[src/rtl/tsa_pkg.sv]
// ----------------------------------------------------------------------------
// Two-stream timestamp aligner package
// Shared constants, types and helper functions of the aligner.
// ----------------------------------------------------------------------------
package tsa_pkg;

   // Queue and handle sizing.
   localparam int QUEUE_DEPTH  = 16;
   localparam int HANDLE_BITS  = 16;
   localparam int ADDR_W       = $clog2(QUEUE_DEPTH);
   localparam int FILL_W       = $clog2(QUEUE_DEPTH + 1);

   // Fixed field widths.
   localparam int SPILL_W      = 16;
   localparam int RAW_W        = 16;
   localparam int TICK_W       = 24;
   localparam int PORT_HANDLE_W = 16;

   localparam logic [TICK_W-1:0]  TICK_WINDOW_RESET = 24'd10;
   localparam logic [SPILL_W-1:0] SPILL_MAX         = 16'hFFFF;
   localparam logic [RAW_W:0]     NO_SPILL          = 17'h1FFFF;

   // Result codes.
   typedef enum logic [1:0] {
      EMIT_BOTH = 2'd0,
      EMIT_A    = 2'd1,
      EMIT_B    = 2'd2,
      EMIT_NONE = 2'd3
   } emit_code_type;

   // Back-end sequencer states.
   typedef enum logic [1:0] {
      ST_IDLE,
      ST_READ,
      ST_CMP
   } back_state_type;

   // One stored queue entry.
   typedef struct packed {
      logic [SPILL_W-1:0]     spill;
      logic [TICK_W-1:0]      ticks;
      logic [HANDLE_BITS-1:0] handle;
   } queue_entry_type;

   // One classified fragment as handed from the front to the back.
   typedef struct packed {
      queue_entry_type entry;
      logic            nonempty;
   } lane_frag_type;

   typedef struct packed {
      lane_frag_type a;
      lane_frag_type b;
   } cmd_type;

   // Port handle to stored handle width.
   function automatic logic [HANDLE_BITS-1:0] handle_to_store(
      input logic [PORT_HANDLE_W-1:0] h);
      logic [HANDLE_BITS-1:0] r;
      r = '0;
      for (int i = 0; i < HANDLE_BITS; i++) begin
         if (i < PORT_HANDLE_W) begin
            r[i] = h[i];
         end
      end
      return r;
   endfunction

   // Stored handle to port handle width.
   function automatic logic [PORT_HANDLE_W-1:0] handle_to_port(
      input logic [HANDLE_BITS-1:0] h);
      logic [PORT_HANDLE_W-1:0] r;
      r = '0;
      for (int i = 0; i < PORT_HANDLE_W; i++) begin
         if (i < HANDLE_BITS) begin
            r[i] = h[i];
         end
      end
      return r;
   endfunction

endpackage

[src/rtl/tsa_if.sv]
// ----------------------------------------------------------------------------
// Two-stream timestamp aligner channels
// Valid/ready interfaces of the fragment pair input and the result output.
// ----------------------------------------------------------------------------
interface tsa_req_if;
   logic        valid;
   logic        ready;
   logic [15:0] raw_spill_a;
   logic [23:0] ticks_a;
   logic        nonempty_a;
   logic [15:0] in_handle_a;
   logic [15:0] raw_spill_b;
   logic [23:0] ticks_b;
   logic        nonempty_b;
   logic [15:0] in_handle_b;

   modport source (output valid, raw_spill_a, ticks_a, nonempty_a, in_handle_a,
                   raw_spill_b, ticks_b, nonempty_b, in_handle_b, input ready);
   modport sink   (input valid, raw_spill_a, ticks_a, nonempty_a, in_handle_a,
                   raw_spill_b, ticks_b, nonempty_b, in_handle_b, output ready);
endinterface

interface tsa_rsp_if;
   logic        valid;
   logic        ready;
   logic [1:0]  emit_code;
   logic [15:0] out_handle_a;
   logic [15:0] out_handle_b;
   logic        keep_hint;
   logic        overflow;

   modport source (output valid, emit_code, out_handle_a, out_handle_b, keep_hint,
                   overflow, input ready);
   modport sink   (input valid, emit_code, out_handle_a, out_handle_b, keep_hint,
                   overflow, output ready);
endinterface

[src/rtl/tsa_ram.sv]
// ----------------------------------------------------------------------------
// Generic RAM
// One write port and one read port with registered read data.
// ----------------------------------------------------------------------------
module tsa_ram #(
   parameter int WIDTH = 8,
   parameter int DEPTH = 16
) (
   input  logic                     clock,
   input  logic                     wr_en,
   input  logic [$clog2(DEPTH)-1:0] wr_addr,
   input  logic [WIDTH-1:0]         wr_data,
   input  logic [$clog2(DEPTH)-1:0] rd_addr,
   output logic [WIDTH-1:0]         rd_data
);

   logic [WIDTH-1:0] mem [DEPTH];
   logic [WIDTH-1:0] rd_data_ff;

   // Write port and registered read port.
   always_ff @(posedge clock) begin
      if (wr_en) begin
         mem[wr_addr] <= wr_data;
      end
      rd_data_ff <= mem[rd_addr];
   end

   assign rd_data = rd_data_ff;

endmodule

[src/rtl/tsa_front.sv]
// ----------------------------------------------------------------------------
// Aligner front end
// Accepts fragment pairs, numbers spills per source and stages the item.
// ----------------------------------------------------------------------------
module tsa_front import tsa_pkg::*; (
   input  logic      clock,
   input  logic      reset,
   tsa_req_if.sink   req_chan,
   output cmd_type   cmd_data,
   output logic      cmd_valid,
   input  logic      cmd_ready
);

   logic [SPILL_W-1:0] count_a_ff, count_a_in, count_b_ff, count_b_in;
   logic [RAW_W:0]     last_a_ff, last_a_in, last_b_ff, last_b_in;
   logic               cmd_valid_ff, cmd_valid_in;
   cmd_type            cmd_ff, cmd_in;
   logic               take;

   // The staging register frees up as soon as the back end takes it.
   assign req_chan.ready = !cmd_valid_ff || cmd_ready;
   assign take           = req_chan.valid && req_chan.ready;

   // Spill counting: a raw spill change bumps the saturating counter.
   always_comb begin
      count_a_in = count_a_ff;
      last_a_in  = last_a_ff;
      count_b_in = count_b_ff;
      last_b_in  = last_b_ff;
      if ({1'b0, req_chan.raw_spill_a} != last_a_ff) begin
         last_a_in = {1'b0, req_chan.raw_spill_a};
         if (count_a_ff != SPILL_MAX) begin
            count_a_in = count_a_ff + 1'b1;
         end
      end
      if ({1'b0, req_chan.raw_spill_b} != last_b_ff) begin
         last_b_in = {1'b0, req_chan.raw_spill_b};
         if (count_b_ff != SPILL_MAX) begin
            count_b_in = count_b_ff + 1'b1;
         end
      end
   end

   // Classified item for the back end.
   always_comb begin
      cmd_in.a.entry.spill  = count_a_in;
      cmd_in.a.entry.ticks  = req_chan.ticks_a;
      cmd_in.a.entry.handle = handle_to_store(req_chan.in_handle_a);
      cmd_in.a.nonempty     = req_chan.nonempty_a;
      cmd_in.b.entry.spill  = count_b_in;
      cmd_in.b.entry.ticks  = req_chan.ticks_b;
      cmd_in.b.entry.handle = handle_to_store(req_chan.in_handle_b);
      cmd_in.b.nonempty     = req_chan.nonempty_b;
      cmd_valid_in = take ? 1'b1 : (cmd_ready ? 1'b0 : cmd_valid_ff);
   end

   // Control registers.
   always_ff @(posedge clock) begin
      if (reset) begin
         count_a_ff   <= '0;
         count_b_ff   <= '0;
         last_a_ff    <= NO_SPILL;
         last_b_ff    <= NO_SPILL;
         cmd_valid_ff <= 1'b0;
      end else begin
         cmd_valid_ff <= cmd_valid_in;
         if (take) begin
            count_a_ff <= count_a_in;
            count_b_ff <= count_b_in;
            last_a_ff  <= last_a_in;
            last_b_ff  <= last_b_in;
         end
      end
   end

   // Payload staging register.
   always_ff @(posedge clock) begin
      if (take) begin
         cmd_ff <= cmd_in;
      end
   end

   assign cmd_data  = cmd_ff;
   assign cmd_valid = cmd_valid_ff;

endmodule

[src/rtl/tsa_lane.sv]
// ----------------------------------------------------------------------------
// Aligner lane queue
// Circular FIFO of non-empty fragments for one source, held in a RAM.
// ----------------------------------------------------------------------------
module tsa_lane import tsa_pkg::*; (
   input  logic            clock,
   input  logic            reset,
   input  logic            push_en,
   input  queue_entry_type push_entry,
   input  logic            pop_en,
   output logic            drop,
   output logic            not_empty,
   output queue_entry_type head_entry
);

   logic [ADDR_W-1:0] head_ff, head_in;
   logic [FILL_W-1:0] fill_ff, fill_in;
   logic [ADDR_W:0]   pos_sum;
   logic [ADDR_W-1:0] wr_addr;
   logic              full;
   logic              push_ok;
   logic [$bits(queue_entry_type)-1:0] rd_data;

   assign full      = fill_ff == FILL_W'(QUEUE_DEPTH);
   assign not_empty = fill_ff != '0;
   assign push_ok   = push_en && !full;
   assign drop      = push_en && full;

   // Tail slot: head plus fill, wrapped once.
   always_comb begin
      pos_sum = (ADDR_W+1)'(head_ff) + (ADDR_W+1)'(fill_ff);
      if (pos_sum >= (ADDR_W+1)'(QUEUE_DEPTH)) begin
         pos_sum = pos_sum - (ADDR_W+1)'(QUEUE_DEPTH);
      end
      wr_addr = pos_sum[ADDR_W-1:0];
   end

   // Pointer and fill updates.
   always_comb begin
      head_in = head_ff;
      fill_in = fill_ff;
      if (pop_en) begin
         head_in = (head_ff == ADDR_W'(QUEUE_DEPTH - 1)) ? '0 : head_ff + 1'b1;
      end
      if (push_ok && !pop_en) begin
         fill_in = fill_ff + 1'b1;
      end else if (pop_en && !push_ok) begin
         fill_in = fill_ff - 1'b1;
      end
   end

   always_ff @(posedge clock) begin
      if (reset) begin
         head_ff <= '0;
         fill_ff <= '0;
      end else begin
         head_ff <= head_in;
         fill_ff <= fill_in;
      end
   end

   // Entry storage; the head slot is read continuously.
   tsa_ram #(
      .WIDTH($bits(queue_entry_type)),
      .DEPTH(QUEUE_DEPTH)
   ) u_ram (
      .clock   (clock),
      .wr_en   (push_ok),
      .wr_addr (wr_addr),
      .wr_data (push_entry),
      .rd_addr (head_ff),
      .rd_data (rd_data)
   );

   assign head_entry = queue_entry_type'(rd_data);

endmodule

[src/rtl/tsa_back.sv]
// ----------------------------------------------------------------------------
// Aligner back end
// Queues staged fragments, compares the two heads and emits one result.
// ----------------------------------------------------------------------------
module tsa_back import tsa_pkg::*; (
   input  logic               clock,
   input  logic               reset,
   input  cmd_type            cmd_data,
   input  logic               cmd_valid,
   output logic               cmd_ready,
   input  logic               csr_wr_en,
   input  logic [TICK_W-1:0]  csr_wr_data,
   tsa_rsp_if.source          rsp_chan
);

   back_state_type     state_ff, state_in;
   logic [TICK_W-1:0]  window_ff;
   logic               ovf_ff, ovf_in;
   logic               ovf_out_ff;
   logic               rsp_valid_ff, rsp_valid_in;
   emit_code_type      code_ff, code_in;
   logic [PORT_HANDLE_W-1:0] ha_ff, ha_in, hb_ff, hb_in;
   logic               take, emit;
   logic               pop_a, pop_b;
   logic               drop_a, drop_b, ne_a, ne_b;
   queue_entry_type    head_a, head_b;
   logic [TICK_W-1:0]  gap;
   logic               same_spill, a_first;

   assign cmd_ready = state_ff == ST_IDLE;
   assign take      = cmd_valid && cmd_ready;
   assign emit      = (state_ff == ST_CMP) && (!rsp_valid_ff || rsp_chan.ready);

   // Source queues.
   tsa_lane u_lane_a (
      .clock      (clock),
      .reset      (reset),
      .push_en    (take && cmd_data.a.nonempty),
      .push_entry (cmd_data.a.entry),
      .pop_en     (pop_a),
      .drop       (drop_a),
      .not_empty  (ne_a),
      .head_entry (head_a)
   );

   tsa_lane u_lane_b (
      .clock      (clock),
      .reset      (reset),
      .push_en    (take && cmd_data.b.nonempty),
      .push_entry (cmd_data.b.entry),
      .pop_en     (pop_b),
      .drop       (drop_b),
      .not_empty  (ne_b),
      .head_entry (head_b)
   );

   // Head comparison.
   always_comb begin
      gap        = (head_a.ticks >= head_b.ticks) ? head_a.ticks - head_b.ticks
                                                  : head_b.ticks - head_a.ticks;
      same_spill = head_a.spill == head_b.spill;
      a_first    = same_spill ? (head_a.ticks < head_b.ticks)
                              : (head_a.spill < head_b.spill);
      code_in    = EMIT_NONE;
      if (ne_a && ne_b) begin
         if (same_spill && gap < window_ff) begin
            code_in = EMIT_BOTH;
         end else if (a_first) begin
            code_in = EMIT_A;
         end else begin
            code_in = EMIT_B;
         end
      end else if (ne_a) begin
         code_in = EMIT_A;
      end else if (ne_b) begin
         code_in = EMIT_B;
      end
      pop_a = emit && (code_in == EMIT_BOTH || code_in == EMIT_A);
      pop_b = emit && (code_in == EMIT_BOTH || code_in == EMIT_B);
      ha_in = (code_in == EMIT_BOTH || code_in == EMIT_A) ?
              handle_to_port(head_a.handle) : '0;
      hb_in = (code_in == EMIT_BOTH || code_in == EMIT_B) ?
              handle_to_port(head_b.handle) : '0;
   end

   // Sequencer: push, read heads, compare and emit.
   always_comb begin
      state_in     = state_ff;
      ovf_in       = ovf_ff;
      rsp_valid_in = rsp_chan.ready ? 1'b0 : rsp_valid_ff;
      unique case (state_ff)
         ST_IDLE: begin
            if (take) begin
               ovf_in   = drop_a || drop_b;
               state_in = ST_READ;
            end
         end
         ST_READ: begin
            state_in = ST_CMP;
         end
         ST_CMP: begin
            if (emit) begin
               rsp_valid_in = 1'b1;
               state_in     = ST_IDLE;
            end
         end
         default: begin
            state_in = ST_IDLE;
         end
      endcase
   end

   always_ff @(posedge clock) begin
      if (reset) begin
         state_ff     <= ST_IDLE;
         rsp_valid_ff <= 1'b0;
         window_ff    <= TICK_WINDOW_RESET;
         ovf_ff       <= 1'b0;
      end else begin
         state_ff     <= state_in;
         rsp_valid_ff <= rsp_valid_in;
         ovf_ff       <= ovf_in;
         if (csr_wr_en) begin
            window_ff <= csr_wr_data;
         end
      end
   end

   // Result payload register. The overflow flag travels with its result, so
   // a stalled result keeps it while the next item is already being pushed.
   always_ff @(posedge clock) begin
      if (emit) begin
         code_ff    <= code_in;
         ha_ff      <= ha_in;
         hb_ff      <= hb_in;
         ovf_out_ff <= ovf_ff;
      end
   end

   assign rsp_chan.valid        = rsp_valid_ff;
   assign rsp_chan.emit_code    = code_ff;
   assign rsp_chan.out_handle_a = ha_ff;
   assign rsp_chan.out_handle_b = hb_ff;
   assign rsp_chan.keep_hint    = code_ff == EMIT_BOTH;
   assign rsp_chan.overflow     = ovf_out_ff;

endmodule

[src/rtl/two_stream_timestamp_aligner_top.sv]
// ----------------------------------------------------------------------------
// Two-stream timestamp aligner
// Each req_chan item carries one fragment from each of sources A and B. The
// block numbers spills per source, queues non-empty fragments in a 16-deep
// queue per source and answers every item with exactly one rsp_chan item:
// both heads merged, one head alone, or nothing left. A fragment pushed into
// a full queue is dropped and flagged in that item's overflow bit.
// The csr_wr_en / csr_wr_data port sets the tick window; write it only while
// no item is in flight.
// An accepted item passes the front-end staging register and then the back end's
// sequence of queue write, registered RAM read of the heads, and compare; the
// back end takes no new item until it has emitted the result of the last one.
// The front end holds one staged item, so it accepts the next item while the
// back end is still busy.
// Reset (synchronous) empties both queues, clears the spill counters and
// loads the tick window with 10. No memory clearing pass is needed.
// When the receiver stalls, the result register holds; the back end then
// stops and the front end fills up before req_chan.ready drops.
// ----------------------------------------------------------------------------
module two_stream_timestamp_aligner_top import tsa_pkg::*; (
   input  logic              clock,
   input  logic              reset,
   tsa_req_if.sink           req_chan,
   tsa_rsp_if.source         rsp_chan,
   input  logic              csr_wr_en,
   input  logic [TICK_W-1:0] csr_wr_data
);

   cmd_type cmd_data;
   logic    cmd_valid;
   logic    cmd_ready;

   // Front end: accept and classify.
   tsa_front u_front (
      .clock     (clock),
      .reset     (reset),
      .req_chan  (req_chan),
      .cmd_data  (cmd_data),
      .cmd_valid (cmd_valid),
      .cmd_ready (cmd_ready)
   );

   // Back end: queue, compare and emit.
   tsa_back u_back (
      .clock       (clock),
      .reset       (reset),
      .cmd_data    (cmd_data),
      .cmd_valid   (cmd_valid),
      .cmd_ready   (cmd_ready),
      .csr_wr_en   (csr_wr_en),
      .csr_wr_data (csr_wr_data),
      .rsp_chan    (rsp_chan)
   );

endmodule
[src/flat_wrapper.sv]
// flat-port wrapper written by rule: the top's interface ports become plain ports
module two_stream_timestamp_aligner_top_flat import tsa_pkg::*;
  (clock, reset, csr_wr_en, csr_wr_data, req_chan_valid, req_chan_raw_spill_a, req_chan_ticks_a, req_chan_nonempty_a, req_chan_in_handle_a, req_chan_raw_spill_b, req_chan_ticks_b, req_chan_nonempty_b, req_chan_in_handle_b, req_chan_ready, rsp_chan_valid, rsp_chan_emit_code, rsp_chan_out_handle_a, rsp_chan_out_handle_b, rsp_chan_keep_hint, rsp_chan_overflow, rsp_chan_ready);
  tsa_req_if req_chan_i ();
  tsa_rsp_if rsp_chan_i ();
  input  logic clock;
  input  logic reset;
  input  logic csr_wr_en;
  input  logic [TICK_W-1:0] csr_wr_data;
  input wire logic [$bits(req_chan_i.valid)-1:0] req_chan_valid;
  input wire logic [$bits(req_chan_i.raw_spill_a)-1:0] req_chan_raw_spill_a;
  input wire logic [$bits(req_chan_i.ticks_a)-1:0] req_chan_ticks_a;
  input wire logic [$bits(req_chan_i.nonempty_a)-1:0] req_chan_nonempty_a;
  input wire logic [$bits(req_chan_i.in_handle_a)-1:0] req_chan_in_handle_a;
  input wire logic [$bits(req_chan_i.raw_spill_b)-1:0] req_chan_raw_spill_b;
  input wire logic [$bits(req_chan_i.ticks_b)-1:0] req_chan_ticks_b;
  input wire logic [$bits(req_chan_i.nonempty_b)-1:0] req_chan_nonempty_b;
  input wire logic [$bits(req_chan_i.in_handle_b)-1:0] req_chan_in_handle_b;
  output wire logic [$bits(req_chan_i.ready)-1:0] req_chan_ready;
  output wire logic [$bits(rsp_chan_i.valid)-1:0] rsp_chan_valid;
  output wire logic [$bits(rsp_chan_i.emit_code)-1:0] rsp_chan_emit_code;
  output wire logic [$bits(rsp_chan_i.out_handle_a)-1:0] rsp_chan_out_handle_a;
  output wire logic [$bits(rsp_chan_i.out_handle_b)-1:0] rsp_chan_out_handle_b;
  output wire logic [$bits(rsp_chan_i.keep_hint)-1:0] rsp_chan_keep_hint;
  output wire logic [$bits(rsp_chan_i.overflow)-1:0] rsp_chan_overflow;
  input wire logic [$bits(rsp_chan_i.ready)-1:0] rsp_chan_ready;
  assign req_chan_i.valid = req_chan_valid;
  assign req_chan_i.raw_spill_a = req_chan_raw_spill_a;
  assign req_chan_i.ticks_a = req_chan_ticks_a;
  assign req_chan_i.nonempty_a = req_chan_nonempty_a;
  assign req_chan_i.in_handle_a = req_chan_in_handle_a;
  assign req_chan_i.raw_spill_b = req_chan_raw_spill_b;
  assign req_chan_i.ticks_b = req_chan_ticks_b;
  assign req_chan_i.nonempty_b = req_chan_nonempty_b;
  assign req_chan_i.in_handle_b = req_chan_in_handle_b;
  assign req_chan_ready = req_chan_i.ready;
  assign rsp_chan_valid = rsp_chan_i.valid;
  assign rsp_chan_emit_code = rsp_chan_i.emit_code;
  assign rsp_chan_out_handle_a = rsp_chan_i.out_handle_a;
  assign rsp_chan_out_handle_b = rsp_chan_i.out_handle_b;
  assign rsp_chan_keep_hint = rsp_chan_i.keep_hint;
  assign rsp_chan_overflow = rsp_chan_i.overflow;
  assign rsp_chan_i.ready = rsp_chan_ready;
  two_stream_timestamp_aligner_top u_core (.clock(clock), .reset(reset), .req_chan(req_chan_i), .rsp_chan(rsp_chan_i), .csr_wr_en(csr_wr_en), .csr_wr_data(csr_wr_data));
endmodule
[config.mk]
export PLATFORM = sky130hd
export DESIGN_NAME = two_stream_timestamp_aligner_top_flat
export DESIGN_NICKNAME = d
export VERILOG_FILES = /design/src/rtl/tsa_pkg.sv /design/src/rtl/tsa_if.sv /design/src/rtl/tsa_ram.sv /design/src/rtl/tsa_front.sv /design/src/rtl/tsa_lane.sv /design/src/rtl/tsa_back.sv /design/src/rtl/two_stream_timestamp_aligner_top.sv /design/src/flat_wrapper.sv
export SDC_FILE = /design/constraint.sdc
export NUM_CORES = 2
export LEC_CHECK = 0
export BUFFER_PORTS_ARGS = -buffer_cell sky130_fd_sc_hd__buf_2
export CAP_MARGIN = 10
export CORE_MARGIN = 2
export CORE_UTILIZATION = 50
export DETAILED_ROUTE_END_ITERATION = 7
export PLACE_DENSITY_LB_ADDON = 0.1
export SETUP_SLACK_MARGIN = 0.1
export SYNTH_ARGS = -nofsm -noshare
export SYNTH_HDL_FRONTEND = slang
export SYNTH_SLANG_ARGS = --single-unit
export TNS_END_PERCENT = 1
[constraint.sdc]
create_clock -name clock -period 5.42 [get_ports clock]
set_input_delay 0.271 -clock clock [delete_from_list [all_inputs] [get_ports clock]]
set_output_delay 0.271 -clock clock [all_outputs]
set_load 0.02 [all_outputs]
==> flow_metrics.env <==
export IMPL_place_area_um2=88500
export IMPL_fillerInstances=12100
export IMPL_clk_latency_ns=0.83
export IMPL_antenna_left=0
export IMPL_rows=149
export IMPL_drive_above_1_share=0.292
export IMPL_min_to="u_core.u_back.window_ff[3]$_SDFFE_PP1P_"
export IMPL_peakVddDrop_mv=0.340
export IMPL_cts_made_buffers=218
export IMPL_crit_slowest_cell="or4b_4"
export IMPL_arrival_ns=6.74
export IMPL_crit_path_max_incr_delay_ns=0.49
export IMPL_violations="negative setup slack"
export IMPL_synth_seq_area_share=0.754
export IMPL_fin_skew_ns=0.0223
export IMPL_worstReg2RegEnd="u_core.u_back.u_lane_a.fill_ff[4]$_SDFFE_PP0P_"
export IMPL_yosys_top_cells_area="edfxtp_1, mux4_2, dfxtp_1, ha_1, xor2_1"
export IMPL_io_buffers=180
export IMPL_cts_root_buf="clkbuf_16"
export IMPL_tns_ns=-2.52
export IMPL_final_area_um2=97900
export IMPL_rsz0062_at_grt="yes"
export IMPL_synth_ff_type="edfxtp_1"
export IMPL_slew_headroom=0.260
export IMPL_power_density_nw_per_um2=363
export IMPL_firstDrtPassIters=7
export IMPL_ys_async_sr_fraction=0
export IMPL_status="finished, violations left"
export IMPL_cap_violations=0
export IMPL_finalHoldViolCount=0
export IMPL_initial_core_util=0.504
export IMPL_synth_edf_count=1941
export IMPL_post_route_util=0.593
export IMPL_synth_nets=4249
export IMPL_layout_min_cycle_time_ns=5.99
export IMPL_regToRegSetupSlack_ns=-0.57
export IMPL_cts_path_max_buffers=3
export IMPL_hold_start="csr_wr_en"
export IMPL_end_kind="flip-flop"
export IMPL_ys_types=74
export IMPL_die_w_um=412
export IMPL_cts_tree="built"
export IMPL_synth_top_area_cell="edfxtp_1"
export IMPL_final_setup_worst_slack_ns=-0.574
export IMPL_hpwl_um=97300
export IMPL_drcViolationCount=0
export IMPL_htreeDepth=4
export IMPL_grt_pass1_wl_um=276000
export IMPL_whs_ns=0.0867
export IMPL_finalNetCount=4845
export IMPL_grt_pass1_vias=41200
export IMPL_core_area_um2=165000
export IMPL_yosysWarnings=0
export IMPL_fp_dieH_um=412
export IMPL_max_freq_mhz=167
export IMPL_wl_um=189000
export IMPL_timing_rr_start="u_core.u_back.u_lane_a.u_ram.rd_data[16]$_DFF_P_"
export IMPL_cts_sinks=2166
export IMPL_power_mw=35.5
export IMPL_gp_congestion=0.864
export IMPL_ff_latch_area_um2=62800
export IMPL_holdCritPathClass="input port to flip-flop"
export IMPL_rr_worst_depth=30
export IMPL_drtIter0Drc=3912
export IMPL_num_io_pins=181
export IMPL_antenna_found_initial=7
export IMPL_synth_seq_cells=2166
export IMPL_synthCells=3996
export IMPL_cp_start_kind="flip-flop"
export IMPL_post_route_period_util=1.11
export IMPL_cp_data_required_time_ns=6.16
export IMPL_gr_total_overflow=0
export IMPL_p_leak_nw=32.2
export IMPL_slew_viol_final=0
export IMPL_viasPerCell=5.76
export IMPL_crit_top_cell="ha_4"
export IMPL_finalSetupViolCount=8
export IMPL_die_area_um2=170000
export IMPL_clkTransAtPathRegs_ns=0.06
export IMPL_grt_max_degree=132
export IMPL_multi_input_area_um2=20000
export IMPL_yosys_area_top_type_share=0.700
export IMPL_synth_area_per_cell_um2=20.8
export IMPL_crit_fanout=6
export IMPL_vias=40200
export IMPL_area_growth_pct=17.5
export IMPL_grt_usage=0.224
export IMPL_path_class="flip-flop to flip-flop"
export IMPL_synth_area_um2=83300
export IMPL_tightest_slew_ns=1.11
export IMPL_min_path_cells=2
export IMPL_avgRoutedWirePerCell_um=27.0
-- stage by stage --
stage / worst slack [ns] / cells
3_3_place_gp: -0.685 / 6381
5_1_grt: -0.819 / 6976
3_5_place_dp: -0.884 / 6381
2_1_floorplan: -0.247 / 3996
6_report: -0.574 / 6978
4_1_cts: -0.729 / 6965
-- worst max-delay path by stage --
stage | startpoint | endpoint | slack (ns) | cells past startpoint
2_1_floorplan | u_core.u_back.u_lane_a.u_ram.rd_data[33]$_DFF_P_ | u_core.u_back.u_lane_a.fill_ff[4]$_SDFFE_PP0P_ | -0.25 | 28
3_3_place_gp | u_core.u_back.u_lane_a.u_ram.rd_data[16]$_DFF_P_ | u_core.u_back.u_lane_b.fill_ff[4]$_SDFFE_PP0P_ | -0.68 | 31
3_5_place_dp | u_core.u_back.u_lane_a.u_ram.rd_data[16]$_DFF_P_ | u_core.u_back.u_lane_b.fill_ff[4]$_SDFFE_PP0P_ | -0.88 | 31
4_1_cts | u_core.u_back.u_lane_a.u_ram.rd_data[16]$_DFF_P_ | u_core.u_back.u_lane_a.fill_ff[4]$_SDFFE_PP0P_ | -0.73 | 30
5_1_grt | u_core.u_back.u_lane_a.u_ram.rd_data[21]$_DFF_P_ | u_core.u_back.u_lane_b.fill_ff[4]$_SDFFE_PP0P_ | -0.82 | 29
6_report | u_core.u_back.u_lane_a.u_ram.rd_data[16]$_DFF_P_ | u_core.u_back.u_lane_a.fill_ff[4]$_SDFFE_PP0P_ | -0.57 | 30
-- cell usage in the layout, fill, tap and decap left out, drive strengths merged, types with 104 or more instances in the layout --
cell type,instances
buf,391
clkbuf,309
dfxtp,225
dlygate4sd3,167
edfxtp,1941
ha,104
inv,135
mux4,560
nand2,130
nor2,138
-- layout make-up --
type	count	area share
sequential	2166	0.642
multi-input combinational	1521	0.204
clock buffer	309	0.0618
timing repair buffer	558	0.0468
tap	2189	0.0280
clock inverter	106	0.0128
inverter	127	0.00505
antenna	2	0.0000511
-- critical path: cells and delay by family, from the launching register on --
family / cells / cell delay, ns
compound gates: 12 / 2.39
simple gates: 6 / 1.38
fa+ha+maj: 5 / 1.24
buf+inv: 5 / 0.36
flops: 1 / 0.32
mux: 1 / 0.11
xor+xnor: 1 / 0.08
-- cell usage after synthesis, drive strengths merged (4+ instances only) --
master and instances:
nor2 138, and2 42, fa 6, nor2b 10, a31oi 5, a311oi 6, mux2 5, nand3 46
mux4 560, xnor2 44, or2 5, dfxtp 225, clkbuf 118, o21a 8, nand2b 5, or3 7
xor2 69, nand2 130, a21o 47, inv 124, o21ai 34, nor3b 4, a31o 5, nor4 10
buf 64, a21oi 73, a221oi 5, a211oi 8, ha 104, o21bai 7, nand4 26, edfxtp 1941
nor3 19, mux2i 47, and3 9
-- per-layer routing --
| layer | track usage | share of wire |
|---|---|---|
| met1 | 0.326 | 0.44 |
| met2 | 0.358 | 0.48 |
| met3 | 0.0352 | 0.054 |
| met4 | 0.0582 | 0.021 |
| met5 | 0 | 0.00015 |
-- state kept, by name, summed over array words and instances (netlist names), 4 cells and up --
name,flops
u_core.u_back.rsp_chan.out_handle_b,16
u_core.u_back.u_lane_b.u_ram.rd_data,56
u_core.u_back.rsp_chan.out_handle_a,16
u_core.u_front.count_a_ff,16
u_core.u_front.last_b_ff,17
u_core.u_back.u_lane_b.head_ff,4
u_core.u_back.u_lane_a.u_ram.mem,896
u_core.u_back.u_lane_a.fill_ff,5
u_core.u_front.count_b_ff,16
u_core.u_back.u_lane_a.head_ff,4
u_core.u_front.cmd_data,114
u_core.u_back.u_lane_a.u_ram.rd_data,56
u_core.u_front.last_a_ff,17
u_core.u_back.u_lane_b.fill_ff,5
u_core.u_back.window_ff,24
u_core.u_back.u_lane_b.u_ram.mem,896
-- power breakdown --
group          internal [mW]  switching [mW]  total, mW
sequential              18.4           0.263       18.7
combinational          0.750           0.825       1.58
clock                   9.08            6.15       15.2
-- cell families (layout without fill, tap and decap cells) --
group / count (synthesis) / count (layout) / synth area share
other cells: 0 / 2 / 0
mux: 612 / 612 / 0.158
simple gates: 460 / 460 / 0.0261
compound gates: 226 / 226 / 0.0188
xor+xnor: 113 / 113 / 0.0119
fa+ha+maj: 110 / 110 / 0.0171
buf+inv: 309 / 1100 / 0.0146
flops: 2166 / 2166 / 0.754
-- timing repair --
item	in CTS	in global routing
hold buffers	167	0
endpoints found under the hold margin	147	0
setup endpoints to repair	36	52
setup buffers	2	11
pin swaps	8	39
resized for setup	12	50
(Power assumes the default switching activity.)
